**config.mk**
```make
export PLATFORM = sky130hd
export DESIGN_NAME = tclc_front
export DESIGN_NICKNAME = d
export VERILOG_FILES = /design/src/hw/rtl/tclc_pkg.sv /design/src/hw/rtl/tclc_front.sv
export SDC_FILE = /design/constraint.sdc
export NUM_CORES = 2
export LEC_CHECK = 0
export BUFFER_PORTS_ARGS = -buffer_cell sky130_fd_sc_hd__buf_4
export CAP_MARGIN = 10
export CORE_MARGIN = 5
export CORE_UTILIZATION = 25
export DETAILED_ROUTE_END_ITERATION = 10
export PLACE_DENSITY = 0.49
export SYNTH_ARGS = -nofsm -noshare
export SYNTH_HDL_FRONTEND = slang
export SYNTH_SLANG_ARGS = --single-unit
export TNS_END_PERCENT = 5
```
**constraint.sdc**
```tcl
create_clock -name clk_i -period 9.15 [get_ports clk_i]
set_input_delay 0 -clock clk_i [delete_from_list [all_inputs] [get_ports clk_i]]
set_output_delay 0 -clock clk_i [all_outputs]
set_load 0.005 [all_outputs]
```
**src/hw/rtl/tclc_pkg.sv**
```systemverilog
// shared types, constants and helper functions of the two-channel lux calculator
`default_nettype none

package tclc_pkg;

  localparam int unsigned CNT_W      = 16;
  localparam int unsigned LUX_W      = 28;
  localparam int unsigned PROD_W     = 32;
  localparam int unsigned PATH_W     = PROD_W + 1;
  localparam int unsigned M_W        = 32;
  localparam int unsigned DF_W       = 16;
  localparam int unsigned NUM0_W     = M_W + DF_W;
  localparam int unsigned TIME_W     = 10;
  localparam int unsigned GAIN_W     = 14;
  localparam int unsigned DEN_BASE_W = 23;
  localparam int unsigned ADDR_W     = 5;
  localparam int unsigned DATA_W     = 32;

  localparam logic [CNT_W-1:0] COUNT_FULL_SCALE = '1;
  localparam logic [LUX_W-1:0] LUX_MAX          = '1;

  localparam logic [GAIN_W-1:0] GAIN_TABLE [4] = '{
    GAIN_W'(1), GAIN_W'(25), GAIN_W'(428), GAIN_W'(9876)
  };

  typedef struct packed {
    logic [1:0]       gain_sel;
    logic [2:0]       int_sel;
    logic [DF_W-1:0]  device_factor;
    logic [CNT_W-1:0] coef_b;
    logic [CNT_W-1:0] coef_c;
    logic [CNT_W-1:0] coef_d;
  } cfg_t;

  // data that rides along with an item and is not part of the division
  typedef struct packed {
    logic             ok;
    logic [CNT_W-1:0] visible;
  } side_t;

  function automatic logic [TIME_W-1:0] time_ms(input logic [2:0] sel);
    logic [TIME_W-1:0] t;
    case (sel)
      3'd0:    t = TIME_W'(100);
      3'd1:    t = TIME_W'(200);
      3'd2:    t = TIME_W'(300);
      3'd3:    t = TIME_W'(400);
      3'd4:    t = TIME_W'(500);
      3'd5:    t = TIME_W'(600);
      default: t = TIME_W'(100);
    endcase
    return t;
  endfunction

endpackage

`default_nettype wire

```
**src/hw/rtl/tclc_front.sv**
```systemverilog
// three-stage front end: channel products, path select, device factor scaling
`default_nettype none

module tclc_front #(
  parameter int unsigned COEF_FRAC_BITS = 12
) (
  input  wire                               clk_i,
  input  wire                               rst_ni,
  input  tclc_pkg::cfg_t                    cfg_i,
  input  wire                               in_valid_i,
  input  wire  [tclc_pkg::CNT_W-1:0]        full_i,
  input  wire  [tclc_pkg::CNT_W-1:0]        ir_i,
  output logic                              out_valid_o,
  output logic [tclc_pkg::NUM0_W-1:0]       num_o,
  output logic [tclc_pkg::DEN_BASE_W-1:0]   den_o,
  output tclc_pkg::side_t                   side_o
);
  import tclc_pkg::*;

  // stage a: products
  logic                  a_valid_q;
  logic [CNT_W-1:0]      a_full_q;
  logic [PROD_W-1:0]     a_bir_q, a_cfull_q, a_dir_q;
  logic                  a_zero_q;
  logic [DEN_BASE_W-1:0] a_den_q;
  side_t                 a_side_q;
  side_t                 a_side_d;
  logic                  a_zero_d;

  // stage b: larger path clamped
  logic                  b_valid_q;
  logic [M_W-1:0]        b_m_q;
  logic [DEN_BASE_W-1:0] b_den_q;
  side_t                 b_side_q;
  logic signed [PATH_W-1:0] p1, p2, best;
  logic [M_W-1:0]        b_m_d;

  // stage c: scaled numerator
  logic                  c_valid_q;
  logic [NUM0_W-1:0]     c_num_q;
  logic [DEN_BASE_W-1:0] c_den_q;
  side_t                 c_side_q;

  always_comb begin
    a_zero_d         = (full_i == COUNT_FULL_SCALE) || (ir_i == COUNT_FULL_SCALE)
                       || (full_i == '0);
    a_side_d.ok      = (full_i != COUNT_FULL_SCALE) && (ir_i != COUNT_FULL_SCALE);
    a_side_d.visible = (full_i >= ir_i) ? CNT_W'(full_i - ir_i) : '0;
  end

  always_comb begin
    p1    = $signed(PATH_W'(PATH_W'(a_full_q) << COEF_FRAC_BITS)) - $signed(PATH_W'(a_bir_q));
    p2    = $signed(PATH_W'(a_cfull_q)) - $signed(PATH_W'(a_dir_q));
    best  = (p1 > p2) ? p1 : p2;
    b_m_d = (a_zero_q || best <= 0) ? '0 : best[M_W-1:0];
  end

  always_ff @(posedge clk_i or negedge rst_ni) begin
    if (!rst_ni) begin
      a_valid_q <= 1'b0;
      b_valid_q <= 1'b0;
      c_valid_q <= 1'b0;
    end else begin
      a_valid_q <= in_valid_i;
      b_valid_q <= a_valid_q;
      c_valid_q <= b_valid_q;
    end
  end

  always_ff @(posedge clk_i) begin
    a_full_q  <= full_i;
    a_bir_q   <= cfg_i.coef_b * ir_i;
    a_cfull_q <= cfg_i.coef_c * full_i;
    a_dir_q   <= cfg_i.coef_d * ir_i;
    a_zero_q  <= a_zero_d;
    a_den_q   <= DEN_BASE_W'(time_ms(cfg_i.int_sel)) * DEN_BASE_W'(GAIN_TABLE[cfg_i.gain_sel]);
    a_side_q  <= a_side_d;

    b_m_q     <= b_m_d;
    b_den_q   <= a_den_q;
    b_side_q  <= a_side_q;

    c_num_q   <= b_m_q * cfg_i.device_factor;
    c_den_q   <= b_den_q;
    c_side_q  <= b_side_q;
  end

  assign out_valid_o = c_valid_q;
  assign num_o       = c_num_q;
  assign den_o       = c_den_q;
  assign side_o      = c_side_q;

endmodule

`default_nettype wire

```
==> flow_metrics.tcl <==
set metrics [dict create \
    status "finished clean" \
    rr_worst_depth 23 \
    first_global_vias 44800 \
    drt_iter0_drc 2102 \
    numCtsBuffers 41 \
    hold_violations 0 \
    timing.rr.start "b_m_q[10]" \
    gp_routability_congestion 0.8487 \
    tightest_slew_ps 917.7 \
    clk_path_buf_depth 3 \
    ys_types 91 \
    synth-edff-count 0 \
    port_buffers 190 \
    rsz0062_at_grt "false" \
    grt_first_pass_wirelength_um 249900 \
    hp-class "in -> reg" \
    syn2layout_area_growth_pct 11.09 \
    fin_setup_tns_ps 0 \
    cp_max_fo 16 \
    busiest_layer "met2" \
    min_period_ps 7421 \
    cts_num_sinks 310 \
    report.final.slew_viol_count 0 \
    synthFlopType "dfxtp_1" \
    avgRoutedWirePerCell_um 16.66 \
    antenna_found_initial 8 \
    required_ps 9630 \
    cap_violations 0 \
    reg2reg_slack_ps 1730 \
    critical-path-top-delay-family "adder cells" \
    nets 8027 \
    start_util_pct 25.13 \
    synth_fa_ha_area_share_pct 51.47 \
    cts_tree "yes" \
    hold_depth 4 \
    synth.avg_cell_area_um2 8.869 \
    synthMuxAreaShare_pct 0.1494 \
    mostFrequentLayoutCells "inv_1, fa_1, nand2_1" \
    syn_inst 6232 \
    cp_common_cell "fa_1" \
    crit_type "reg -> reg" \
    first_pass_iters 5 \
    dp_hpwl_um 121600 \
    end_kind "register" \
    drive_gt1_share_pct 5.390 \
    holdPathEnd "a_cfull_q[2]" \
    cp.buffers_inverters 5 \
    crit_arrival_ps 7900 \
    r2r_end "num_o[46]" \
    fmax_ghz 0.1347 \
    synth_compound_area_share_pct 7.151 \
    syn_area_um2 55270 \
    start_kind "register" \
    path_cells "nand2_1 -> fa_1 -> inv_1 -> fa_1 -> inv_1 -> fa_1 -> inv_1 -> fa_1 -> fa_1 -> inv_1 -> fa_1 -> inv_1 -> ha_1 -> nand3_1 -> or2_1 -> nor2_1 -> o211ai_1 -> o31ai_2 -> nand2_1 -> o41ai_2 -> a311o_1 -> mux2i_1 -> o2111ai_1" \
    coreArea_um2 219900 \
    yosys.area_share.simple_pct 15.94 \
    rows 172 \
    synth_xor_area_share_pct 2.995 \
    die_x_um 480.2 \
    grt_util_met1_pct 18.76 \
    setup_viol 0 \
    track_usage_pct 13.57 \
    fin_worst_skew_ps 41.38 \
    routed_via_density 4.433 \
    vias 41090 \
    ys_seq_area_share_pct 11.26 \
    worstHoldStart "cfg_i[18]" \
    drcViolationCount 0 \
    ys.warnings.count 0 \
    grt_max_degree 36 \
    clock_latency_ps 650 \
    slowest_stage "dfxtp_1" \
    use_met3_pct 1.922 \
    synth-async-reset-ratio_pct 0.9677 \
    critical_path_depth 23 \
    cpPeakStageDelay_ps 770 \
    die_h_um 480.2 \
    ant_nets 0 \
    relSlewSlack_pct 38.26 \
    synth_top_family_by_area "adder cells" \
    min_period_over_period_pct 81.11 \
    layout_commonest_cell "inv_1" \
    finalWirelength_um 154400 \
    ioPinCount 193 \
    cts_max_level 2 \
    grtUsageMet2_pct 22.65 \
    ys_seq_elements 310 \
    cp-startpoint "b_m_q[10]" \
    ctsRootBufferMaster "clkbuf_16" \
    clk_pin_slew_ps 60 \
    grt-ovfl-total 0 \
    dieArea_um2 230600 \
]
==> synthesized netlist by cell type (7+ instances only) <==
cell | instances | share of area, %
nand4_1 | 36 | 0.41
nor3_1 | 50 | 0.45
xor2_1 | 62 | 0.98
a31oi_1 | 14 | 0.16
dfxtp_1 | 307 | 11
and3_1 | 28 | 0.32
a211oi_1 | 16 | 0.22
nand2b_1 | 22 | 0.25
clkbuf_1 | 235 | 1.6
and2_1 | 436 | 4.9
a21o_1 | 96 | 1.3
a21oi_1 | 179 | 1.6
nor4_1 | 15 | 0.17
a211o_1 | 8 | 0.13
nor2b_1 | 40 | 0.45
and4_1 | 7 | 0.11
xnor2_1 | 127 | 2.0
o21ai_1 | 7 | 0.063
a211oi_2 | 11 | 0.25
o31a_1 | 7 | 0.11
nand3_1 | 41 | 0.37
o211ai_1 | 8 | 0.11
or3_1 | 10 | 0.11
nor2_1 | 178 | 1.2
fa_1 | 1044 | 38
o21bai_1 | 29 | 0.39
or2_2 | 16 | 0.18
o21a_1 | 33 | 0.45
ha_1 | 603 | 14
nand2_1 | 974 | 6.6
o21ai_0 | 89 | 0.81
inv_1 | 1376 | 9.3
==> timing repair <==
action                    in CTS  in global routing
setup buffers                  0                  0
resized for setup              0                  0
hold buffers                  37                  0
hold endpoints to repair      36                  0
==> worst register-to-register path, cell delays in order (launching register included) <==
cell       delay (ps)
dfxtp_1           770
nand2_1           180
fa_1              580
inv_1              50
fa_1              490
inv_1              60
fa_1              490
inv_1              60
fa_1              490
fa_1              500
inv_1              50
fa_1              470
inv_1              40
ha_1              340
nand3_1           120
or2_1             270
nor2_1            160
o211ai_1          160
o31ai_2           580
nand2_1           260
o41ai_2           510
a311o_1           360
mux2i_1           210
o2111ai_1         120
==> how the worst max path moves through the flow <==
stage,end
global placement,num_o[46]
detailed placement,num_o[46]
CTS,num_o[46]
finish,num_o[46]
floorplan,num_o[46]
global route,num_o[46]
==> flip-flops by register name, indices dropped and copies added, names as in the netlist, 21 cells and up <==
signal	flops
a_dir_q	32
a_cfull_q	32
den_o	21
a_bir_q	32
a_den_q	21
b_m_q	32
b_den_q	21
num_o	48
==> routing by layer <==
layer / up-vias / share of wire [%]
met4: 0 / 1.8
li1: 18960 / -
met5: - / 0
met1: 21100 / 47
met3: 148 / 4.9
met2: 884 / 47
==> cell type report <==
class	count	area [µm²]
multi-input combinational	4306	42960
clock inverter	26	317.8
clock buffer	49	1126
antenna	4	10.01
inverter	1376	5165
fill	23830	158500
sequential	310	6221
tap	2958	3701
timing repair buffer	241	1902
==> stage by stage <==
stage / util (%) / hold WS, ps / worst slack [ps] / instances / instance area (µm²)
global placement: 27.09 / -212.5 / 1720 / 9154 / 59580
floorplan: - / -295.6 / 2727 / 6234 / 55280
global route: 27.91 / 67.60 / 1206 / 9267 / 61390
CTS: 27.91 / 31.62 / 1642 / 9266 / 61390
finish: 27.92 / 79.92 / 1729 / 9270 / 61400
detailed placement: 27.09 / -209.9 / 1669 / 9154 / 59580
==> cells by family (layout without fill, tap and decap cells) <==
group | count (synthesis) | in the layout
compound gates | 584 | 584
xor+xnor | 189 | 189
fa+ha+maj | 1647 | 1647
buf+inv | 1618 | 1692
flops | 310 | 310
mux | 8 | 8
other cells | 2 | 8
simple gates | 1874 | 1874
Power is left out: the tool's default activity adds up to more than one toggle a clock period on the data nets, which glitch-free logic cannot reach.
