[config.mk]
export PLATFORM = sky130hd
export DESIGN_NAME = tclc_regs
export DESIGN_NICKNAME = d
export VERILOG_FILES = /design/src/hw/rtl/tclc_pkg.sv /design/src/hw/rtl/tclc_regs.sv
export SDC_FILE = /design/constraint.sdc
export NUM_CORES = 1
export LEC_CHECK = 0
export ABC_AREA = 1
export BUFFER_PORTS_ARGS = -buffer_cell sky130_fd_sc_hd__buf_2
export CAP_MARGIN = 20
export CORE_MARGIN = 2
export CORE_UTILIZATION = 30
export CTS_CLUSTER_SIZE = 20
export DETAILED_ROUTE_END_ITERATION = 6
export GPL_ROUTABILITY_DRIVEN = 0
export HOLD_SLACK_MARGIN = 0.03
export REMOVE_ABC_BUFFERS = 1
export SLEW_MARGIN = 15
export SYNTH_ARGS = -nofsm -noshare
export SYNTH_HDL_FRONTEND = slang
export SYNTH_SLANG_ARGS = --single-unit
export TNS_END_PERCENT = 10
[constraint.sdc]
create_clock -name clk_i -period 1.4 [get_ports clk_i]
set_clock_uncertainty 0.1 [all_clocks]
set_input_delay 0.07 -clock clk_i [delete_from_list [all_inputs] [get_ports clk_i]]
set_output_delay 0.07 -clock clk_i [all_outputs]
set_load 0.005 [all_outputs]
[src/hw/rtl/tclc_pkg.sv]
// shared types, constants and helper functions of the two-channel lux calculator
`default_nettype none

package tclc_pkg;

  localparam int unsigned CNT_W      = 16;
  localparam int unsigned LUX_W      = 28;
  localparam int unsigned PROD_W     = 32;
  localparam int unsigned PATH_W     = PROD_W + 1;
  localparam int unsigned M_W        = 32;
  localparam int unsigned DF_W       = 16;
  localparam int unsigned NUM0_W     = M_W + DF_W;
  localparam int unsigned TIME_W     = 10;
  localparam int unsigned GAIN_W     = 14;
  localparam int unsigned DEN_BASE_W = 23;
  localparam int unsigned ADDR_W     = 5;
  localparam int unsigned DATA_W     = 32;

  localparam logic [CNT_W-1:0] COUNT_FULL_SCALE = '1;
  localparam logic [LUX_W-1:0] LUX_MAX          = '1;

  localparam logic [GAIN_W-1:0] GAIN_TABLE [4] = '{
    GAIN_W'(1), GAIN_W'(25), GAIN_W'(428), GAIN_W'(9876)
  };

  typedef struct packed {
    logic [1:0]       gain_sel;
    logic [2:0]       int_sel;
    logic [DF_W-1:0]  device_factor;
    logic [CNT_W-1:0] coef_b;
    logic [CNT_W-1:0] coef_c;
    logic [CNT_W-1:0] coef_d;
  } cfg_t;

  // data that rides along with an item and is not part of the division
  typedef struct packed {
    logic             ok;
    logic [CNT_W-1:0] visible;
  } side_t;

  function automatic logic [TIME_W-1:0] time_ms(input logic [2:0] sel);
    logic [TIME_W-1:0] t;
    case (sel)
      3'd0:    t = TIME_W'(100);
      3'd1:    t = TIME_W'(200);
      3'd2:    t = TIME_W'(300);
      3'd3:    t = TIME_W'(400);
      3'd4:    t = TIME_W'(500);
      3'd5:    t = TIME_W'(600);
      default: t = TIME_W'(100);
    endcase
    return t;
  endfunction

endpackage

`default_nettype wire

[src/hw/rtl/tclc_regs.sv]
// configuration register file behind the apb-style port
`default_nettype none

module tclc_regs (
  input  wire                            clk_i,
  input  wire                            rst_ni,
  input  wire                            psel,
  input  wire                            penable,
  input  wire                            pwrite,
  input  wire  [tclc_pkg::ADDR_W-1:0]    paddr,
  input  wire  [tclc_pkg::DATA_W-1:0]    pwdata,
  output logic [tclc_pkg::DATA_W-1:0]    prdata,
  output logic                           pready,
  output tclc_pkg::cfg_t                 cfg_o
);
  import tclc_pkg::*;

  localparam logic [2:0] REG_GAIN  = 3'd0;
  localparam logic [2:0] REG_INT   = 3'd1;
  localparam logic [2:0] REG_DF    = 3'd2;
  localparam logic [2:0] REG_COEFB = 3'd3;
  localparam logic [2:0] REG_COEFC = 3'd4;
  localparam logic [2:0] REG_COEFD = 3'd5;

  localparam cfg_t CFG_RESET = '{
    gain_sel:      2'd1,
    int_sel:       3'd0,
    device_factor: DF_W'(408),
    coef_b:        CNT_W'(6717),
    coef_c:        CNT_W'(2417),
    coef_d:        CNT_W'(3523)
  };

  cfg_t       cfg_q;
  logic [2:0] idx;
  logic       wr;

  assign idx    = paddr[4:2];
  assign wr     = psel & penable & pwrite;
  assign pready = 1'b1;
  assign cfg_o  = cfg_q;

  always_ff @(posedge clk_i or negedge rst_ni) begin
    if (!rst_ni) begin
      cfg_q <= CFG_RESET;
    end else if (wr) begin
      unique case (idx)
        REG_GAIN:  cfg_q.gain_sel      <= pwdata[1:0];
        REG_INT:   cfg_q.int_sel       <= pwdata[2:0];
        REG_DF:    cfg_q.device_factor <= pwdata[DF_W-1:0];
        REG_COEFB: cfg_q.coef_b        <= pwdata[CNT_W-1:0];
        REG_COEFC: cfg_q.coef_c        <= pwdata[CNT_W-1:0];
        REG_COEFD: cfg_q.coef_d        <= pwdata[CNT_W-1:0];
        default: ;
      endcase
    end
  end

  always_comb begin
    unique case (idx)
      REG_GAIN:  prdata = DATA_W'(cfg_q.gain_sel);
      REG_INT:   prdata = DATA_W'(cfg_q.int_sel);
      REG_DF:    prdata = DATA_W'(cfg_q.device_factor);
      REG_COEFB: prdata = DATA_W'(cfg_q.coef_b);
      REG_COEFC: prdata = DATA_W'(cfg_q.coef_c);
      REG_COEFD: prdata = DATA_W'(cfg_q.coef_d);
      default:   prdata = '0;
    endcase
  end

endmodule

`default_nettype wire

==> flow_summary.ini, run 1 <==
[run_status]
outcome = finished with violations
failed_checks = DRC, setup timing

[pwr]
total_power_mw = 6.62
internal_power_mw = 4.71
powerDensity_mw_per_mm2 = 1360
p_leak_nw = 2.57
p_seq_frac = 0.425
comb_power_share = 0.223
ir_drop_mv = 0.625
p_sw_mw = 1.91
p_clk_frac = 0.352
netSwitchingFraction = 0.288

[setup_path]
rr_startpoint = cfg_o[24]
cp-end-kind = output pin
critPathMaxFanout = 2
start_kind = register
cp_slowest_cell = dfstp_2
crit_required_ns = 1.23
cp_top_family = flip-flops
crit_type = register to output pin
r2r-end = cfg_o[24]
r2r_setup_slack_ns = 0.46
arrival_ns = 1.27
cpPeakStageDelay_ns = 0.54
path_buf_inv = 2
worstPathCellList = nand3_2, o21ai_1, inv_1, nand2_2, buf_2
rr_worst_depth = 3

[place]
dp.cells = 695
portBuffers = 108
dp_slack_ns = -0.00571
dp_hpwl_mm = 7.83

[sta]
layout_setup_ws_ns = -0.0386
final_hold_viol_count = 0
whs_ns = 0.0818
tns_ns = -0.0880
fmax_ghz = 0.695
rsz0062_at_grt = true
finalCriticalPeriod_ns = 1.44
finalSetupViolations = 5
period_share = 1.03
slew_violations = 0

[floorplan]
die_w_um = 113
num_io_pins = 144
rows = 39
start_util = 0.310
dieArea_mm2 = 0.0128
coreArea_mm2 = 0.0115
die_h_um = 113

[cts]
cts-htree-levels = 3
cts_buffers = 9
cts_buffer_depth = 2
cts_tree = done
path_clk_slew_ns = 0.05
cts-root-buf = clkbuf_16
clkSinkCount = 69
clk_latency_ns = 0.33

[logic_synthesis]
synth_top_family_by_area = simple AND/OR/NAND/NOR gates
synth-adder-area-share = 0
netlist_top_cells_count = nand2_1, inv_1, dfrtp_1
syn-cell-area_mm2 = 0.00357
yosysSeqAreaShare = 0.492
synth_top_area_share = 0.301
synthArstFlopShare = 1.00
synth_ff_type = dfrtp_1
yosysMostFrequentCell = nand2_1
muxShareOfSynthArea = 0
yosys_warnings = 0
synth_cells = 445
synth_area_per_cell_um2 = 8.03
synth_seq_cells = 69
synth_compound_area_frac = 0.120
synth_edf_count = 0
yosys.area_share.xor_xnor = 0
yosys.area_share.simple = 0.250
synth.distinct_cells = 25
synth_largest_area_cell = dfrtp_1
ys_top_cells_by_area = dfrtp_1, dfstp_2, nand2_1

[detailed_routing]
vias = 3410
drt_iter0_drc = 194
vias_per_cell = 4.67
detail_route.wl_per_cell_um = 15.4
ant_nets = 0
drc_errors = 10
drt-total-wl_mm = 11.3
first_pass_iters = 7

[global_route]
antenna_found_initial = 0
grt_pass1_wl_mm = 17.9
track_usage = 0.181
first_global_vias = 3325
grt_overflow_total = 0
grt_max_degree = 41

[run]
max_cap_viol_count = 0

[finish]
antenna_cells = 0
layout.nets = 626
drive_above_1_share = 0.346
nFillCells = 1167
layout.cells.non_filler = 730
syn_to_final_growth_pct = 36.4
largest_register_ffs = 69

[hold_path]
hold_class = primary input to async pin
placed cells by master (no fill, tap or decap), drive strengths merged:
| master | n |
|---|---|
| buf | 133 |
| nand2 | 129 |
| o21ai | 70 |
| inv | 54 |
| dfrtp | 43 |
| nand3 | 36 |
| dfstp | 26 |
| nor2 | 26 |
| conb | 17 |
| dlygate4sd3 | 17 |
| clkbuf | 14 |
| a21oi | 13 |
| nand4 | 7 |
| clkinv | 1 |
| bufinv | 1 |
layout make-up:
type                    instances  area [um2]  share of cell area
clock buffers                  13         270              0.0555
inverters                      55         211              0.0434
well taps                     143         179              0.0367
multi-input cells             298        1420               0.292
repair buffers                151         998               0.205
flip-flops and latches         69        1760               0.361
clock inverters                 1        30.0             0.00616
worst max path at each step:
stage	from	end	slack, ns	cells after the start
2_1_floorplan	pwrite	cfg_o[9]	0.05	3
3_3_place_gp	paddr[2]	cfg_o[48]	0.002	7
3_5_place_dp	paddr[2]	cfg_o[48]	-0.006	7
4_1_cts	cfg_o[20]	prdata[4]	-0.05	5
5_1_grt	cfg_o[20]	prdata[4]	-0.1	5
6_report	cfg_o[20]	prdata[4]	-0.04	5
power groups by stage:
stage	sequential [mW]	clock [mW]	combinational, mW
after floorplan	2.83	0	0.542
after global placement	2.81	0	1.37
after detailed placement	2.83	0	1.40
after CTS	2.81	2.37	1.48
after global routing	2.87	2.47	1.67
final	2.81	2.33	1.48
routing by layer:
metal / share of wire / global-route usage / wire length, um
met1: 0.44 / 0.234 / 5010
met3: 0.057 / 0.0439 / 646
met2: 0.48 / 0.297 / 5400
met5: 0 / 0 / 0
met4: 0.018 / 0.0642 / 204
cell families after synthesis:
family / Yosys count
AND/OR/NAND/NOR: 198
buffers and inverters: 93
other: 2
flip-flops: 69
AO/OA/AOI/OAI: 83
repair_timing:
action                                 4_1_cts  5_1_grt
setup endpoints to repair                   11       16
buffers inserted                             3        1
cloned                                       0        0
endpoints found under the hold margin      118        0
hold buffers                                17        0
pin swaps                                   15        9
resized for setup                           14        9
worst reg2reg max path, cell delays in order, from the launching register on:
cell	delay [ns]
dfstp_2	0.54
buf_4	0.11
o21ai_0	0.07
nand2_1	0.07
stage by stage:
stage / cell area [um2] / utilization
finish: 4870 / 0.423
global route: 4870 / 0.423
CTS: 4840 / 0.421
detailed placement: 4330 / 0.376
global placement: 4330 / 0.376
floorplan: 3350 / -
No activity file was read; power rests on OpenSTA's default activity.
==> run 2: changes to the inputs <==
--- a/config.mk
+++ b/config.mk
@@ -6,7 +6,7 @@
 export NUM_CORES = 1
 export LEC_CHECK = 0
 export ABC_AREA = 1
-export BUFFER_PORTS_ARGS = -buffer_cell sky130_fd_sc_hd__buf_2
+export BUFFER_PORTS_ARGS = -buffer_cell sky130_fd_sc_hd__buf_4
 export CAP_MARGIN = 20
 export CORE_MARGIN = 2
 export CORE_UTILIZATION = 30
@@ -14,8 +14,9 @@
 export DETAILED_ROUTE_END_ITERATION = 6
 export GPL_ROUTABILITY_DRIVEN = 0
 export HOLD_SLACK_MARGIN = 0.03
+export PLACE_DENSITY = 0.56
 export REMOVE_ABC_BUFFERS = 1
-export SLEW_MARGIN = 15
+export SLEW_MARGIN = 10
 export SYNTH_ARGS = -nofsm -noshare
 export SYNTH_HDL_FRONTEND = slang
 export SYNTH_SLANG_ARGS = --single-unit
==> run 2 against run 1 <==
Compared with the run above:
- the flow still finishes with violations (DRC, setup timing)
- combinational power grew 22%
- non-clock buffer count grew 2
- highest routed layer unchanged
- critical path depth is the same
- critical endpoint is now prdata[10]
==> flow_summary.ini, run 2 (synthesis gave the netlist of run 1 again) <==
[finish]
syn_to_final_growth_pct = 44.1
antenna_cells = 0
layout.cells.non_filler = 734
final_common_cell = buf_4
utilization = 0.447
drive_above_1_share = 0.357
layout.nets = 628
largest_register_ffs = 69
final_cell_mix = buf_4, nand2_1, inv_1

[sta]
fmax_ghz = 0.701
layout_setup_ws_ns = -0.0261
finalCriticalPeriod_ns = 1.43
slew_violations = 0
final_hold_viol_count = 0
rsz0062_at_grt = true
whs_ns = 0.0762
finalSetupViolations = 5
period_share = 1.02

[detailed_routing]
drt_iter0_drc = 211
vias_per_cell = 4.58
drc_errors = 12
vias = 3365
detail_route.wl_per_cell_um = 15.4
first_pass_iters = 7
drt-total-wl_mm = 11.3
ant_nets = 0

[place]
dp_hpwl_mm = 7.74
portBuffers = 108
dp_slack_ns = 0.0544
dp.cells = 689

[run]
max_cap_viol_count = 0

[floorplan]
start_util = 0.310
num_io_pins = 144
rows = 39
coreArea_mm2 = 0.0115
die_h_um = 113
die_w_um = 113
dieArea_mm2 = 0.0128

[cts]
cts_buffer_depth = 2
cts_buffers = 9
cts_tree = done
path_clk_slew_ns = 0.06
cts-htree-levels = 3
clk_latency_ns = 0.33
clkSinkCount = 69
cts-root-buf = clkbuf_16

[hold_path]
hold_class = primary input to async pin

[run_status]
failed_checks = DRC, setup timing
outcome = finished with violations

[global_route]
antenna_found_initial = 0
grt_overflow_total = 0
grt_max_degree = 35
grt_pass1_wl_mm = 17.8
first_global_vias = 3264
track_usage = 0.182

[setup_path]
arrival_ns = 1.26
crit_required_ns = 1.23
crit_type = register to output pin
path_buf_inv = 3
cp_slowest_cell = dfstp_2
cp-end-kind = output pin
cp_top_family = flip-flops
start_kind = register
crit_cells = 5
worstPathCellList = inv_1, o21ai_1, inv_1, nand2_1, buf_4
rr_worst_depth = 3
cp_common_cell = inv_1
critPathMaxFanout = 2
cpPeakStageDelay_ns = 0.53

[pwr]
ir_drop_mv = 0.663
powerDensity_mw_per_mm2 = 1340
p_leak_nw = 2.64
-- run 2: cell types whose count changed in the layout (fill, tap and decap cells not counted), moves of 2 or more --
cell and change:
clkbuf_8 -2, clkinv_2 +4, buf_4 +109, inv_1 -3, buf_2 -106, inv_2 +4, o21ai_0 -2
-- run 2: power breakdown --
part	leakage (nW)	switching [mW]	internal, mW
Combinational	1.68	0.822	0.990
Sequential	0.805	0.298	2.53
Clock	0.149	0.867	1.42
Total	2.64	1.99	4.93
-- run 2: timing repair --
item	in CTS	in global routing
endpoints found under the setup margin	11	16
pin swaps	10	7
buffers inserted	11	1
gates resized for setup	12	15
endpoints found under the hold margin	120	0
hold buffers	17	0
-- run 2: final cells by class --
cell class / instances / area, um2
fill: 1160 / 6370
sequential: 69 / 1760
multi-input combinational: 298 / 1430
timing repair buffer: 153 / 1280
clock buffer: 11 / 243
inverter: 55 / 209
tap: 143 / 179
clock inverter: 5 / 50.0
-- run 2: path summary, 6_finish.rpt --
| path | slack [ns] | from | to |
|---|---|---|---|
| worst max-delay path | -0.03 | cfg_o[10] | prdata[10] |
| worst min-delay path | 0.08 | rst_ni | cfg_o[5] |
| worst max register to register | 0.45 | cfg_o[20] | cfg_o[20] |
| worst min register to register | 0.38 | cfg_o[56] | cfg_o[56] |
| max in group asynchronous | 0.54 | rst_ni | cfg_o[67] |
| min in group clk_i | 0.15 | paddr[3] | cfg_o[58] |
-- run 2: metrics by stage --
step / TNS [ns] / cell area (um2) / power [mW]
after floorplan: 0 / 3350 / 3.38
after global placement: 0 / 4550 / 4.47
after detailed placement: 0 / 4550 / 4.51
after CTS: -0.233 / 5110 / 6.97
after global routing: -0.888 / 5150 / 7.32
final: -0.0773 / 5150 / 6.92
-- run 2: metal layers --
metal,routed length [um],vias up,global-route usage
met5,0,-,0
met2,5420,102,0.302
li1,-,1656,-
met1,5030,1595,0.235
met4,144,0,0.0545
met3,667,12,0.0482
==> run 3: changes to the inputs <==
--- a/config.mk
+++ b/config.mk
@@ -13,8 +13,9 @@
 export CTS_CLUSTER_SIZE = 20
 export DETAILED_ROUTE_END_ITERATION = 6
 export GPL_ROUTABILITY_DRIVEN = 0
+export GPL_TIMING_DRIVEN = 0
 export HOLD_SLACK_MARGIN = 0.03
-export PLACE_DENSITY = 0.56
+export PLACE_DENSITY = 0.63
 export REMOVE_ABC_BUFFERS = 1
 export SLEW_MARGIN = 10
 export SYNTH_ARGS = -nofsm -noshare
==> run 3 against run 2 <==
Compared with the run above:
- via count decreased by 0.65%
- total power down 4.2%
- the flow still finishes with violations (DRC, setup timing)
- sequential power barely moved
- first-iteration DRC count down 20%
- setup slack got worse by 0.042 ns
- fmax fell by 2.8%
- highest routed layer unchanged
- critical path depth is the same
- wire length is 1.5% lower
- critical endpoint is now prdata[11]
==> flow_summary.ini, run 3 (synthesis gave the netlist of run 1 again) <==
[global_route]
antenna_found_initial = 0
grt_pass1_wl_mm = 17.4
track_usage = 0.175
grt_max_degree = 70
first_global_vias = 3251
grt_overflow_total = 0

[finish]
final_common_cell = nand2_1
drive_above_1_share = 0.303
nFillCells = 1157
postLayoutCellArea_mm2 = 0.00485
layout.nets = 601
syn_to_final_growth_pct = 35.7
antenna_cells = 0
final_cell_mix = nand2_1, buf_4, inv_1
largest_register_ffs = 69
utilization = 0.421

[floorplan]
dieArea_mm2 = 0.0128
coreArea_mm2 = 0.0115
rows = 39
die_h_um = 113
start_util = 0.310
die_w_um = 113
num_io_pins = 144

[sta]
finalSetupViolations = 8
slew_violations = 0
tns_ns = -0.240
maxSlewHeadroom = 0.396
tightest_slew_ns = 0.906
period_share = 1.05
layout_setup_ws_ns = -0.0676
fmax_ghz = 0.681
final_hold_viol_count = 0
rsz0062_at_grt = true
finalCriticalPeriod_ns = 1.47

[detailed_routing]
vias_per_cell = 4.73
vias = 3343
detail_route.wl_per_cell_um = 15.7
drc_errors = 7
drt_iter0_drc = 168
first_pass_iters = 6
drt-total-wl_mm = 11.1
ant_nets = 0

[pwr]
ir_drop_mv = 0.532
p_leak_nw = 2.47
total_power_mw = 6.63
powerDensity_mw_per_mm2 = 1370

[cts]
cts_tree = done
cts_buffer_depth = 2
clkSinkCount = 69
clk_latency_ns = 0.33
cts-root-buf = clkbuf_16
cts_buffers = 9
path_clk_slew_ns = 0.06
cts-htree-levels = 3

[setup_path]
crit_type = register to output pin
start_kind = register
cp-end-kind = output pin
arrival_ns = 1.30
critPathMaxFanout = 3
crit_required_ns = 1.23

[place]
portBuffers = 108
dp_slack_ns = -0.649
placed_area_mm2 = 0.00435
dp_hpwl_mm = 6.79

[run]
max_cap_viol_count = 0

[run_status]
failed_checks = DRC, setup timing
outcome = finished with violations

[hold_path]
hold_class = primary input to register
## run 3: repair_timing
action                     in CTS  in global routing
resized for setup               7                 13
cloned                          0                  1
hold endpoints to repair      112                  0
setup endpoints to repair      66                 60
pin swaps                       7                 16
buffers inserted                0                  0
hold buffers                   17                  0
## run 3: worst max-delay path, cell delays in order (launching register included)
cell and delay, ns:
dfstp_2 0.55, nand3_1 0.08, o21ai_1 0.12, inv_1 0.05
nand2_1 0.07, buf_4 0.10
## run 3: worst paths after layout
check,startpoint,to,slack (ns),cells after the start
min in group asynchronous,rst_ni,cfg_o[3],0.33,2
setup reg to reg,cfg_o[67],cfg_o[67],0.49,2
hold / removal,paddr[4],cfg_o[68],0.21,5
setup / recovery,cfg_o[27],prdata[11],-0.07,5
max in group asynchronous,rst_ni,cfg_o[28],0.30,2
hold reg to reg,cfg_o[52],cfg_o[52],0.37,2
## run 3: cell type report
cell class / instances / area (um2) / area share
timing repair buffer: 125 / 996 / 0.205
clock buffer: 15 / 278 / 0.0573
tap: 143 / 179 / 0.0369
sequential: 69 / 1760 / 0.363
multi-input combinational: 299 / 1410 / 0.291
inverter: 55 / 221 / 0.0457
clock inverter: 1 / 5.00 / 0.00103
## run 3: metrics by stage
stage | instances | hold slack [ns]
floorplan | 422 | -0.326
global placement | 673 | 0.152
detailed placement | 673 | 0.165
CTS | 706 | 0.205
global route | 707 | 0.242
finish | 707 | 0.208
## run 3: where the power goes
group	total, mW	switching (mW)	internal, mW
logic	1.64	0.768	0.870
clock network	2.16	0.816	1.34
registers	2.83	0.307	2.53
## run 3: metal layers
| layer | vias to the layer above | GRT usage | part of all wire |
|---|---|---|---|
| li1 | 1608 | - | - |
| met1 | 1599 | 0.221 | 0.44 |
| met2 | 122 | 0.289 | 0.48 |
| met3 | 14 | 0.0423 | 0.063 |
| met4 | 0 | 0.0675 | 0.016 |
| met5 | - | 0 | 0 |
