`src/hw/rtl/tclc_pkg.sv`:
```
// shared types, constants and helper functions of the two-channel lux calculator
`default_nettype none

package tclc_pkg;

  localparam int unsigned CNT_W      = 16;
  localparam int unsigned LUX_W      = 28;
  localparam int unsigned PROD_W     = 32;
  localparam int unsigned PATH_W     = PROD_W + 1;
  localparam int unsigned M_W        = 32;
  localparam int unsigned DF_W       = 16;
  localparam int unsigned NUM0_W     = M_W + DF_W;
  localparam int unsigned TIME_W     = 10;
  localparam int unsigned GAIN_W     = 14;
  localparam int unsigned DEN_BASE_W = 23;
  localparam int unsigned ADDR_W     = 5;
  localparam int unsigned DATA_W     = 32;

  localparam logic [CNT_W-1:0] COUNT_FULL_SCALE = '1;
  localparam logic [LUX_W-1:0] LUX_MAX          = '1;

  localparam logic [GAIN_W-1:0] GAIN_TABLE [4] = '{
    GAIN_W'(1), GAIN_W'(25), GAIN_W'(428), GAIN_W'(9876)
  };

  typedef struct packed {
    logic [1:0]       gain_sel;
    logic [2:0]       int_sel;
    logic [DF_W-1:0]  device_factor;
    logic [CNT_W-1:0] coef_b;
    logic [CNT_W-1:0] coef_c;
    logic [CNT_W-1:0] coef_d;
  } cfg_t;

  // data that rides along with an item and is not part of the division
  typedef struct packed {
    logic             ok;
    logic [CNT_W-1:0] visible;
  } side_t;

  function automatic logic [TIME_W-1:0] time_ms(input logic [2:0] sel);
    logic [TIME_W-1:0] t;
    case (sel)
      3'd0:    t = TIME_W'(100);
      3'd1:    t = TIME_W'(200);
      3'd2:    t = TIME_W'(300);
      3'd3:    t = TIME_W'(400);
      3'd4:    t = TIME_W'(500);
      3'd5:    t = TIME_W'(600);
      default: t = TIME_W'(100);
    endcase
    return t;
  endfunction

endpackage

`default_nettype wire

```
`src/hw/rtl/tclc_div_cell.sv`:
```
// one restoring-division cell: decides one quotient bit and passes the remainder on
`default_nettype none

module tclc_div_cell #(
  parameter int unsigned NUM_W = 48,
  parameter int unsigned DEN_W = 27,
  parameter int unsigned Q_W   = 29,
  parameter int unsigned BIT   = 0
) (
  input  wire                     clk_i,
  input  wire                     rst_ni,
  input  wire                     valid_i,
  input  wire  [NUM_W-1:0]        rem_i,
  input  wire  [DEN_W-1:0]        den_i,
  input  wire  [Q_W-1:0]          q_i,
  input  tclc_pkg::side_t         side_i,
  output logic                    valid_o,
  output logic [NUM_W-1:0]        rem_o,
  output logic [DEN_W-1:0]        den_o,
  output logic [Q_W-1:0]          q_o,
  output tclc_pkg::side_t         side_o
);
  import tclc_pkg::*;

  localparam int unsigned CMP_W = ((NUM_W > DEN_W + Q_W) ? NUM_W : DEN_W + Q_W) + 1;

  logic                 valid_q;
  logic [NUM_W-1:0]     rem_q, rem_d;
  logic [DEN_W-1:0]     den_q;
  logic [Q_W-1:0]       q_q, q_d;
  side_t                side_q;
  logic [CMP_W-1:0]     den_sh, rem_ext, diff;
  logic                 ge;

  always_comb begin
    den_sh  = CMP_W'(den_i) << BIT;
    rem_ext = CMP_W'(rem_i);
    diff    = rem_ext - den_sh;
    ge      = rem_ext >= den_sh;
    rem_d   = ge ? diff[NUM_W-1:0] : rem_i;
    q_d     = q_i;
    q_d[BIT] = ge;
  end

  always_ff @(posedge clk_i or negedge rst_ni) begin
    if (!rst_ni) begin
      valid_q <= 1'b0;
    end else begin
      valid_q <= valid_i;
    end
  end

  always_ff @(posedge clk_i) begin
    rem_q  <= rem_d;
    den_q  <= den_i;
    q_q    <= q_d;
    side_q <= side_i;
  end

  assign valid_o = valid_q;
  assign rem_o   = rem_q;
  assign den_o   = den_q;
  assign q_o     = q_q;
  assign side_o  = side_q;

endmodule

`default_nettype wire

```
`config.mk`:
```
export PLATFORM = sky130hd
export DESIGN_NAME = tclc_div_cell
export DESIGN_NICKNAME = d
export VERILOG_FILES = /design/src/hw/rtl/tclc_pkg.sv /design/src/hw/rtl/tclc_div_cell.sv
export SDC_FILE = /design/constraint.sdc
export NUM_CORES = 1
export LEC_CHECK = 0
export ABC_AREA = 0
export BUFFER_PORTS_ARGS = -buffer_cell sky130_fd_sc_hd__buf_2
export CAP_MARGIN = 20
export CORE_UTILIZATION = 49
export DETAILED_ROUTE_END_ITERATION = 16
export PLACE_DENSITY = 0.82
export SETUP_SLACK_MARGIN = 0.3
export SYNTH_ARGS = -nofsm -noshare
export SYNTH_HDL_FRONTEND = slang
export SYNTH_SLANG_ARGS = --single-unit
```
`constraint.sdc`:
```
create_clock -name clk_i -period 0.8 [get_ports clk_i]
set_input_delay 0.04 -clock clk_i [delete_from_list [all_inputs] [get_ports clk_i]]
set_output_delay 0.04 -clock clk_i [all_outputs]
set_load 0.02 [all_outputs]
```
==> flow_metrics.py, run 1 <==
metrics = {
    "placement": {
        "portBuffers": 244,
        "placedCellCount": 999,
        "dp_hpwl_um": 11800,
        "dpl_cell_area_sq_mm": 0.00725,
        "finalWeightedCongestion": 0.927,
    },
    "status": {
        "outcome": "did not finish",
        "error": "[ERROR DPL-0038] Utilization greater than 100%, impossible to legalize",
        "stage_where_the_run_ended": "clock tree synthesis (4_1_cts)",
    },
    "yosys": {
        "synth-edff-count": 0,
        "async_set_reset_flop_share_out_of_synthesis": 0.00820,
        "syn_inst": 516,
        "postSynth.topFlopCell": "sky130_fd_sc_hd__dfxtp_1",
        "synth.cell_area_sq_mm": 0.00490,
        "ys_seq_area_frac": 0.499,
        "yosysWarnings": 0,
        "distinct_cells_synth": 56,
        "syn_avg_cell_area_sq_um": 9.51,
        "synth-seq-cells": 122,
        "synthesis.nets": 668,
    },
    "clock_tree": {
        "postCtsSetupRepairBufs": 16,
        "cts_repair_resize_count": 477,
        "cts.root.buffer_cell": "sky130_fd_sc_hd__clkbuf_8",
        "cts-buffers-inserted": 17,
        "sinks_on_clock_net": 122,
        "cts-root-to-sink-buffers": 2,
        "cts-hold-fix-buffers": 100,
        "htreeDepth": 4,
    },
    "die": {
        "start_util": 0.504,
        "placementRows": 36,
        "die_height_um": 102,
        "ios": 246,
        "fp.dieW_um": 102,
    },
}
-- stage by stage --
stage	hold slack (ns)	setup WS (ns)	TNS [ns]
detailed placement	-0.178	-1.74	-79.72
global placement	-0.184	-1.67	-74.57
floorplan	-0.256	-1.42	-64.89
-- synth_stat cells, types with 5 or more instances --
cell	instances	area share
sky130_fd_sc_hd__dfxtp_1	121	0.49
sky130_fd_sc_hd__nand2_1	54	0.041
sky130_fd_sc_hd__o21ai_0	46	0.047
sky130_fd_sc_hd__inv_1	35	0.027
sky130_fd_sc_hd__a21oi_1	34	0.035
sky130_fd_sc_hd__ha_1	27	0.069
sky130_fd_sc_hd__xor2_1	26	0.046
sky130_fd_sc_hd__nor2_1	19	0.015
sky130_fd_sc_hd__xnor2_1	19	0.034
sky130_fd_sc_hd__nor3_1	16	0.016
sky130_fd_sc_hd__clkbuf_1	13	0.0099
sky130_fd_sc_hd__nand2b_1	11	0.014
sky130_fd_sc_hd__nand4_1	10	0.013
sky130_fd_sc_hd__nand3_1	7	0.0071
sky130_fd_sc_hd__nor4_1	6	0.0077
sky130_fd_sc_hd__o21bai_1	5	0.0077
-- cell families after synthesis --
family / share of synthesized area
simple gates: 0.163
fa+ha+maj: 0.0730
flops: 0.499
mux: 0.00204
xor+xnor: 0.0804
buf+inv: 0.0452
compound gates: 0.138
==> inputs of run 2 (changes only) <==
Settings changed: CORE_UTILIZATION 49 to 35, PLACE_DENSITY 0.82 to unset, PLACE_DENSITY_LB_ADDON set to 0.15, SETUP_SLACK_MARGIN 0.3 to unset.
==> run 2 against run 1 <==
Net effect: the flow now finishes, with violations (negative setup slack); synthesized cell count is the same; synthesized area unchanged.
==> flow_metrics.py, run 2 <==
metrics = {
    "layout": {
        "drive_above_1_share": 0.644,
        "area_of_all_sequential_standard_cells_sq_mm": 0.00260,
        "multi_input_comb_area_sq_mm": 0.00305,
        "largest_reg_flops": 48,
        "most-common-layout-cells": "sky130_fd_sc_hd__buf_4 (146), sky130_fd_sc_hd__buf_6 (133), sky130_fd_sc_hd__dlygate4sd3_1 (122)",
        "nets_final": 1198,
        "fillCellCount": 716,
        "final_util": 0.841,
        "mostFrequentLayoutCell": "sky130_fd_sc_hd__buf_4",
        "fin_area_sq_mm": 0.0113,
        "area.growth.synth_to_final_pct": 131,
    },
    "die": {
        "die_height_um": 120,
        "fp.dieW_um": 120,
        "start_util": 0.365,
        "coreArea_sq_mm": 0.0135,
        "ios": 246,
        "placementRows": 42,
        "die_area_sq_mm": 0.0145,
    },
    "yosys": {
        "distinct_cells_synth": 56,
        "synth-edff-count": 0,
        "netlist_top_cells_count": "sky130_fd_sc_hd__dfxtp_1 (121), sky130_fd_sc_hd__nand2_1 (54), sky130_fd_sc_hd__o21ai_0 (46), sky130_fd_sc_hd__inv_1 (35), sky130_fd_sc_hd__a21oi_1 (34)",
        "netlist.top_cell.by_area": "sky130_fd_sc_hd__dfxtp_1",
        "ys_seq_area_frac": 0.499,
        "post-synth-top-area-fraction": 0.494,
        "yosysMostFrequentCell": "sky130_fd_sc_hd__dfxtp_1",
        "synth.cell_area_sq_mm": 0.00490,
        "synthTopCellsByArea": "sky130_fd_sc_hd__dfxtp_1 (49%), sky130_fd_sc_hd__ha_1 (6.9%), sky130_fd_sc_hd__o21ai_0 (4.7%)",
        "synth-seq-cells": 122,
        "yosysWarnings": 0,
        "postSynth.topFlopCell": "sky130_fd_sc_hd__dfxtp_1",
        "async_set_reset_flop_share_out_of_synthesis": 0.00820,
        "synthesis.nets": 668,
        "syn_avg_cell_area_sq_um": 9.51,
        "syn_inst": 516,
    },
    "pwr": {
        "pwr_density_cell_mw_per_mm2": 1880,
        "total_internal_power_uw": 15100,
        "leakage_uw": 0.00505,
        "power_frac_comb": 0.292,
        "clock_power_share": 0.373,
        "sw_frac": 0.289,
        "seq_power_share": 0.335,
        "power.ir.vdd_worst_uv": 1960,
        "power_switching_uw": 6150,
    },
    "timing": {
        "timing_limited_maximum_frequency_mhz": 504,
        "layout_min_cycle_time_ns": 1.98,
        "unrepaired_setup_endpoints_after_global_routing": "true",
        "final_hold_viol_count": 0,
        "transition_time_at_the_pin_with_the_least_slew_margin_ns": 0.606,
        "timing.final.max_slew_violations": 0,
        "worst_slew_margin_rel": 0.594,
        "timing.final.ws_setup_ns": -1.18,
        "report.final.setup_viol": 171,
        "min_period_over_period": 2.48,
    },
    "status": {
        "violations_in_the_final_reports": "negative setup slack",
        "outcome": "finished, violations left",
    },
    "grt": {
        "gr-total-overflow": 0,
        "grt_antenna_before_repair": 2,
        "first_global_vias": 6374,
        "grt_util_all_layers": 0.303,
        "grt_pass1_wl_um": 33500,
        "pin_count_of_the_biggest_net_entering_global_routing": 17,
    },
    "route": {
        "detail_route.drc_violations": 0,
        "via_count": 6029,
        "first_iter_violations": 362,
        "ant_nets": 0,
        "wl_per_cell_um": 18.8,
        "totalWireLength_um": 23200,
        "drt-pass1-iter-count": 4,
        "via_per_inst": 4.87,
    },
    "clock_tree": {
        "sinks_on_clock_net": 122,
        "cts-buffers-inserted": 17,
        "cts.root.buffer_cell": "sky130_fd_sc_hd__clkbuf_16",
        "htreeDepth": 4,
        "tritoncts": "built",
        "cts-root-to-sink-buffers": 2,
        "cts.reportedPaths.clkPinSlew_ns": 0.06,
    },
    "worst_hold_path": {
        "timing.hold.worst_endpoint": "rem_o[28]",
        "holdCritPathClass": "input port to flip-flop",
        "holdPathStages": 4,
        "hold_path.startpoint": "rem_i[28]",
    },
    "critical_path": {
        "end_kind": "flip-flop",
        "criticalPathCategory": "input port to flip-flop",
        "arrival_ns": 2.28,
        "critical_path_rt_ns": 1.10,
        "critical_path_peak_fanout": 7,
        "setup.worst_path.start_class": "input port",
    },
    "placement": {
        "finalWeightedCongestion": 0.903,
        "dp_hpwl_um": 12500,
        "portBuffers": 244,
        "dpl_cell_area_sq_mm": 0.00738,
        "dpl_worst_slack_ns": -1.76,
    },
    "job": {
        "maxCapViolCount": 0,
    },
}
run 2: critical path, stage by stage:
cell and delay, ns:
sky130_fd_sc_hd__buf_6 0.10, sky130_fd_sc_hd__ha_4 0.15, sky130_fd_sc_hd__fa_2 0.33, sky130_fd_sc_hd__nand2b_4 0.16
sky130_fd_sc_hd__a211oi_4 0.22, sky130_fd_sc_hd__o21a_1 0.22, sky130_fd_sc_hd__o31a_1 0.19, sky130_fd_sc_hd__nor3_4 0.07
sky130_fd_sc_hd__buf_12 0.13, sky130_fd_sc_hd__nor4_4 0.21, sky130_fd_sc_hd__buf_6 0.19, sky130_fd_sc_hd__nand3b_1 0.11
sky130_fd_sc_hd__xnor2_1 0.14
run 2: how the worst max path moves through the flow:
stage	from	endpoint	slack, ns
floorplan	rem_i[31]	rem_o[39]	-1.42
global placement	rem_i[0]	rem_o[39]	-1.70
detailed placement	rem_i[0]	rem_o[39]	-1.76
CTS	rem_i[0]	rem_o[39]	-1.12
global route	den_i[17]	rem_o[39]	-1.28
finish	den_i[0]	rem_o[39]	-1.18
run 2: area by class of cell:
class,instances,area share
diodes,2,0.000442
clock buffers,20,0.0395
clock inverters,12,0.0145
inverters,36,0.0130
multi-input cells,339,0.269
flip-flops and latches,122,0.229
well taps,176,0.0195
repair buffers,530,0.414
run 2: power groups by stage:
stage	logic (uW)	clock network (uW)	registers (uW)
2_1_floorplan	1380	0	7680
3_3_place_gp	4080	0	6920
3_5_place_dp	4100	0	6930
4_1_cts	5650	8000	7070
5_1_grt	6540	8340	7150
6_report	6200	7930	7110
run 2: layer usage:
metal | GRT usage | vias to the layer above | part of all wire
met1 | 0.340 | 2904 | 0.38
met5 | 0 | - | 0
met3 | 0.0750 | 45 | 0.068
li1 | - | 2845 | -
met4 | 0.0995 | 0 | 0.022
met2 | 0.556 | 235 | 0.53
run 2: cell families (layout without fill, tap and decap cells):
family	after synthesis	after routing	synth area share
flip-flops	122	122	0.499
AO/OA/AOI/OAI	114	114	0.138
other	0	2	0
adder cells (fa/ha/maj)	28	28	0.0730
multiplexers	1	1	0.00204
buffers and inverters	55	598	0.0452
AND/OR/NAND/NOR	151	151	0.163
XOR/XNOR	45	45	0.0804
run 2: through the flow:
stage	TNS, ns	instances	hold slack, ns	total power (uW)
3_3_place_gp	-77.59	1050	-0.172	11000
3_5_place_dp	-79.67	1050	-0.172	11000
5_1_grt	-70.88	1237	0.0505	22000
4_1_cts	-63.12	1225	-0.155	20700
2_1_floorplan	-64.89	516	-0.256	9060
6_report	-64.06	1237	0.0479	21200
run 2: repair_timing:
action,in CTS,in global routing
pin swaps,47,32
gates cloned,3,1
hold buffers,121,1
setup endpoints to repair,171,171
hold endpoints to repair,121,1
buffers inserted,20,11
gates resized for setup,472,85
Power figures use the tool's default switching activity.
==> inputs of run 3 (changes only) <==
Settings changed: GPL_TIMING_DRIVEN set to 0.
Clock period 0.8 ns to 2.3 ns, I/O delays scaled along.
==> run 3 against run 2 <==
Net effect: the flow now finishes without violations; combinational power fell by 77%; flip-flop and latch count did not move; wire length fell by 30%; utilization fell by 21 points; count of clock-buffer cells in the layout fell by 2; largest power group unchanged.
==> flow_metrics.py, run 3 (same netlist as run 2, synthesis figures left out) <==
metrics = {
    "route": {
        "ant_nets": 0,
        "via_per_inst": 4.70,
        "drt-pass1-iter-count": 4,
        "first_iter_violations": 259,
        "wl_per_cell_um": 14.8,
        "via_count": 5149,
        "detail_route.drc_violations": 0,
        "totalWireLength_um": 16200,
    },
    "critical_path": {
        "setup.worst_path.start_class": "input port",
        "end_kind": "flip-flop",
        "critical_path_peak_fanout": 8,
        "arrival_ns": 2.50,
        "critical_path_rt_ns": 2.59,
        "criticalPathCategory": "input port to flip-flop",
    },
    "layout": {
        "area.growth.synth_to_final_pct": 73.2,
        "largest_reg_flops": 48,
        "final_cell_count_no_fill": 1095,
        "fillCellCount": 1190,
        "area_of_all_sequential_standard_cells_sq_mm": 0.00245,
        "nets_final": 1057,
        "final_util": 0.631,
        "drive_above_1_share": 0.369,
        "most-common-layout-cells": "sky130_fd_sc_hd__buf_2 (242), sky130_fd_sc_hd__dfxtp_1 (121), sky130_fd_sc_hd__dlygate4sd3_1 (121)",
        "multi_input_comb_area_sq_mm": 0.00244,
        "mostFrequentLayoutCell": "sky130_fd_sc_hd__buf_2",
    },
    "timing": {
        "transition_time_at_the_pin_with_the_least_slew_margin_ns": 0.478,
        "final_hold_viol_count": 0,
        "report.final.setup_viol": 0,
        "timing.final.max_slew_violations": 0,
        "timing.final.ws_setup_ns": 0.0810,
        "min_period_over_period": 0.965,
        "timing.setup.tns_ns": 0,
        "layout_min_cycle_time_ns": 2.22,
        "finalHoldWorstSlack_ns": 0.0187,
        "timing_limited_maximum_frequency_mhz": 451,
        "worst_slew_margin_rel": 0.679,
    },
    "grt": {
        "grt_util_all_layers": 0.222,
        "gr-total-overflow": 0,
        "first_global_vias": 5141,
        "pin_count_of_the_biggest_net_entering_global_routing": 17,
        "grt_pass1_wl_um": 25000,
        "grt_antenna_before_repair": 1,
    },
    "pwr": {
        "power.ir.vdd_worst_uv": 489,
        "pwr_density_cell_mw_per_mm2": 746,
        "leakage_uw": 0.00392,
    },
    "clock_tree": {
        "htreeDepth": 4,
        "cts.reportedPaths.clkPinSlew_ns": 0.06,
        "tritoncts": "built",
        "cts-buffers-inserted": 17,
        "sinks_on_clock_net": 122,
        "cts.root.buffer_cell": "sky130_fd_sc_hd__clkbuf_16",
        "cts-root-to-sink-buffers": 2,
    },
    "die": {
        "coreArea_sq_mm": 0.0135,
        "die_height_um": 120,
        "start_util": 0.365,
        "fp.dieW_um": 120,
        "ios": 246,
        "placementRows": 42,
        "die_area_sq_mm": 0.0145,
    },
    "placement": {
        "dpl_worst_slack_ns": -0.728,
        "dp_hpwl_um": 11000,
        "portBuffers": 244,
        "finalWeightedCongestion": 0.913,
        "placedCellCount": 936,
    },
    "job": {
        "maxCapViolCount": 0,
    },
    "status": {
        "outcome": "finished, final reports clean",
    },
    "worst_hold_path": {
        "holdCritPathClass": "input port to asynchronous set/reset pin",
    },
}
## run 3: repair_timing
action,4_1_cts,5_1_grt
hold endpoints to repair,121,2
hold buffers,120,2
endpoints found under the setup margin,20,44
cloned,0,1
pin swaps,4,9
resized for setup,8,32
buffers inserted,3,7
## run 3: through the flow
step                      total power, uW  instance area, sq um
after global placement               3580                  6480
after CTS                            6340                  8310
after global routing                 6610                  8490
after floorplan                      3150                  5040
after detailed placement             3600                  6480
final                                6340                  8490
## run 3: critical path: stages
cell                        delay [ns]
sky130_fd_sc_hd__buf_2            0.11
sky130_fd_sc_hd__or4_4            0.56
sky130_fd_sc_hd__or3_1            0.34
sky130_fd_sc_hd__buf_6            0.13
sky130_fd_sc_hd__a2111oi_4        0.25
sky130_fd_sc_hd__o21ai_1          0.12
sky130_fd_sc_hd__nor3_2           0.30
sky130_fd_sc_hd__buf_6            0.20
sky130_fd_sc_hd__inv_6            0.06
sky130_fd_sc_hd__nand2_8          0.08
sky130_fd_sc_hd__nor4_1           0.06
sky130_fd_sc_hd__xor2_1           0.16
## run 3: final cells by class
| cell class | instances | share of cell area |
|---|---|---|
| plain buffers | 14 | 0.0166 |
| flip-flops and latches | 122 | 0.288 |
| multi-input cells | 339 | 0.287 |
| inverters | 36 | 0.0171 |
| repair buffers | 375 | 0.297 |
| well taps | 176 | 0.0259 |
| diodes | 1 | 0.000295 |
| clock inverters | 14 | 0.0165 |
| clock buffers | 18 | 0.0517 |
## run 3: layer usage
| layer | vias up | global-route usage | wire length [um] |
|---|---|---|---|
| li1 | 2565 | - | - |
| met1 | 2370 | 0.257 | 6940 |
| met2 | 195 | 0.393 | 8030 |
| met3 | 19 | 0.0571 | 1040 |
| met4 | 0 | 0.0787 | 234 |
| met5 | - | 0 | 0 |
## run 3: power breakdown
group / switching (uW) / internal (uW) / leakage, uW / total, uW
Sequential: 52.5 / 2320 / 0.00103 / 2370
Clock: 1020 / 1540 / 0.000279 / 2560
Combinational: 796 / 613 / 0.00260 / 1410
Total: 1870 / 4470 / 0.00392 / 6340
## run 3: final timing paths
check                             to       from
worst max-delay path       rem_o[42]  rem_i[30]
worst min-delay path         valid_o     rst_ni
max in group asynchronous    valid_o     rst_ni
min in group clk_i         rem_o[23]  rem_i[23]
==> inputs of run 4 (changes only) <==
Settings changed: CORE_ASPECT_RATIO set to 1.75.
==> run 4 against run 3 <==
Net effect: clock power is 2% higher; wire length down 0.10%; sequential share of layout area decreased by 0.58 points; non-clock buffer count rose by 15; critical path depth rose by 2; via count is 0.62% higher; fmax is 2.1% higher; sequential power hardly changed; worst hold slack gained 0.0021 ns; count of clock-buffer cells in the layout fell by 1; combinational power is 4% higher; die area grew 0.13%; critical path type unchanged; largest power group unchanged.
==> flow_metrics.py, run 4 (same netlist as run 2, synthesis figures left out) <==
metrics = {
    "status": {
        "outcome": "finished, final reports clean",
    },
    "clock_tree": {
        "htreeDepth": 4,
        "cts.root.buffer_cell": "sky130_fd_sc_hd__clkbuf_16",
        "cts-buffers-inserted": 17,
        "cts.reportedPaths.clkPinSlew_ns": 0.06,
        "tritoncts": "built",
        "sinks_on_clock_net": 122,
        "cts-root-to-sink-buffers": 2,
    },
    "placement": {
        "portBuffers": 244,
        "placedCellCount": 934,
        "dp_hpwl_um": 11600,
        "finalWeightedCongestion": 0.844,
    },
    "route": {
        "totalWireLength_um": 16200,
        "drt-pass1-iter-count": 4,
        "ant_nets": 0,
        "first_iter_violations": 110,
        "via_count": 5181,
        "via_per_inst": 4.68,
        "wl_per_cell_um": 14.6,
        "detail_route.drc_violations": 0,
    },
    "critical_path": {
        "crit_path_top_delay_cell": "sky130_fd_sc_hd__fa_2",
        "end_kind": "flip-flop",
        "arrival_ns": 2.47,
        "setup.worst_path.start_class": "input port",
        "cp_cell_sequence": "buf_2 > inv_1 > ha_2 > fa_2 > nand2b_4 > a211oi_4 > o21a_1 > o31a_1 > nor3_4 > buf_6 > nor4_4 > buf_6 > nand3b_1 > xnor2_1",
        "critical_path_peak_fanout": 7,
        "path_delay_family": "compound AO/OA/AOI/OAI gates",
        "critPathMaxStageDelay_ns": 0.35,
        "crit_path_frequent_cell": "sky130_fd_sc_hd__buf_6",
        "critical_path_rt_ns": 2.60,
        "critPathBufInv": 4,
        "criticalPathCategory": "input port to flip-flop",
    },
    "timing": {
        "layout_min_cycle_time_ns": 2.17,
        "report.final.setup_viol": 0,
        "transition_time_at_the_pin_with_the_least_slew_margin_ns": 0.500,
        "timing.final.max_slew_violations": 0,
        "timing_limited_maximum_frequency_mhz": 460,
        "min_period_over_period": 0.945,
        "worst_slew_margin_rel": 0.665,
        "final_hold_viol_count": 0,
    },
    "job": {
        "maxCapViolCount": 0,
    },
    "worst_hold_path": {
        "holdCritPathClass": "input port to flip-flop",
    },
    "die": {
        "coreArea_sq_mm": 0.0135,
        "start_util": 0.363,
        "fp.dieW_um": 91.5,
        "die_height_um": 159,
        "die_area_sq_mm": 0.0145,
        "ios": 246,
        "placementRows": 56,
    },
    "layout": {
        "most-common-layout-cells": "sky130_fd_sc_hd__buf_2 (243), sky130_fd_sc_hd__dlygate4sd3_1 (123), sky130_fd_sc_hd__dfxtp_1 (121)",
        "drive_above_1_share": 0.388,
        "area.growth.synth_to_final_pct": 76.7,
        "final_cell_count_no_fill": 1108,
        "mostFrequentLayoutCell": "sky130_fd_sc_hd__buf_2",
        "fillCellCount": 1138,
        "largest_reg_flops": 48,
        "nets_final": 1072,
    },
    "grt": {
        "top_usage_layer": "met2",
        "grt_pass1_wl_um": 25200,
        "grt_antenna_before_repair": 1,
        "pin_count_of_the_biggest_net_entering_global_routing": 17,
        "first_global_vias": 5415,
        "gr-total-overflow": 0,
        "grt_util_met2": 0.466,
        "grtUsageMet1": 0.195,
        "grt_util_all_layers": 0.221,
        "global_route.usage.met3": 0.0478,
    },
    "pwr": {
        "power.total_uw": 6430,
        "leakage_uw": 0.00397,
        "power.ir.vdd_worst_uv": 456,
        "pwr_density_cell_mw_per_mm2": 742,
    },
}
## run 4: changes by cell type in the layout (fill, tap and decap cells not counted), sizes merged
cell | before | now
dlygate4sd3 | 121 | 123
dlymetal6s4s | 1 | 0
buf | 256 | 276
clkbuf | 29 | 22
clkinv | 7 | 2
inv | 40 | 46
## run 4: final cells by class
class	instances	area, sq um	share of cell area
antenna	1	2.50	0.000289
buffer	12	104	0.0120
clock buffer	17	425	0.0491
clock inverter	15	151	0.0175
inverter	36	143	0.0165
multi-input combinational	339	2530	0.292
sequential	122	2450	0.282
tap	174	218	0.0251
timing repair buffer	392	2650	0.306
## run 4: stage by stage
stage | setup WS [ns] | setup TNS (ns) | instance area, sq um | utilization | hold WS (ns)
floorplan | -0.0231 | -0.0290 | 5040 | - | -0.181
global placement | -0.709 | -23.10 | 6480 | 0.479 | -0.111
detailed placement | -0.688 | -23.92 | 6480 | 0.479 | -0.108
CTS | 0.00449 | 0 | 8350 | 0.617 | 0.00236
global route | -0.0142 | -0.0142 | 8670 | 0.641 | 0.0494
finish | 0.126 | 0 | 8670 | 0.641 | 0.0209
## run 4: per-layer routing
metal,vias to the layer above,part of all wire
li1,2591,-
met1,2372,0.34
met2,190,0.58
met3,28,0.055
met4,0,0.026
met5,-,0
## run 4: repair_timing
item | CTS | global route
gates resized for setup | 10 | 46
setup buffers | 3 | 21
hold endpoints to repair | 121 | 0
gates cloned | 0 | 1
pin swaps | 3 | 19
hold buffers | 123 | 0
setup endpoints to repair | 33 | 46
## run 4: report_power, final
part	switching, uW	internal (uW)
Clock	1080	1530
Combinational	812	655
Sequential	45.5	2310
## run 4: tightest hold or removal path, stage by stage
cell	delay, ns
sky130_fd_sc_hd__buf_2	0.12
sky130_fd_sc_hd__nor2_1	0.05
sky130_fd_sc_hd__a21oi_1	0.11
## run 4: final timing paths
path                       cells after the start      start  slack (ns)         to
max                                           14   rem_i[0]        0.13  rem_o[39]
min                                            3  rem_i[23]        0.02  rem_o[23]
max in group asynchronous                      3     rst_ni        1.66    valid_o
min in group asynchronous                      3     rst_ni        0.54    valid_o
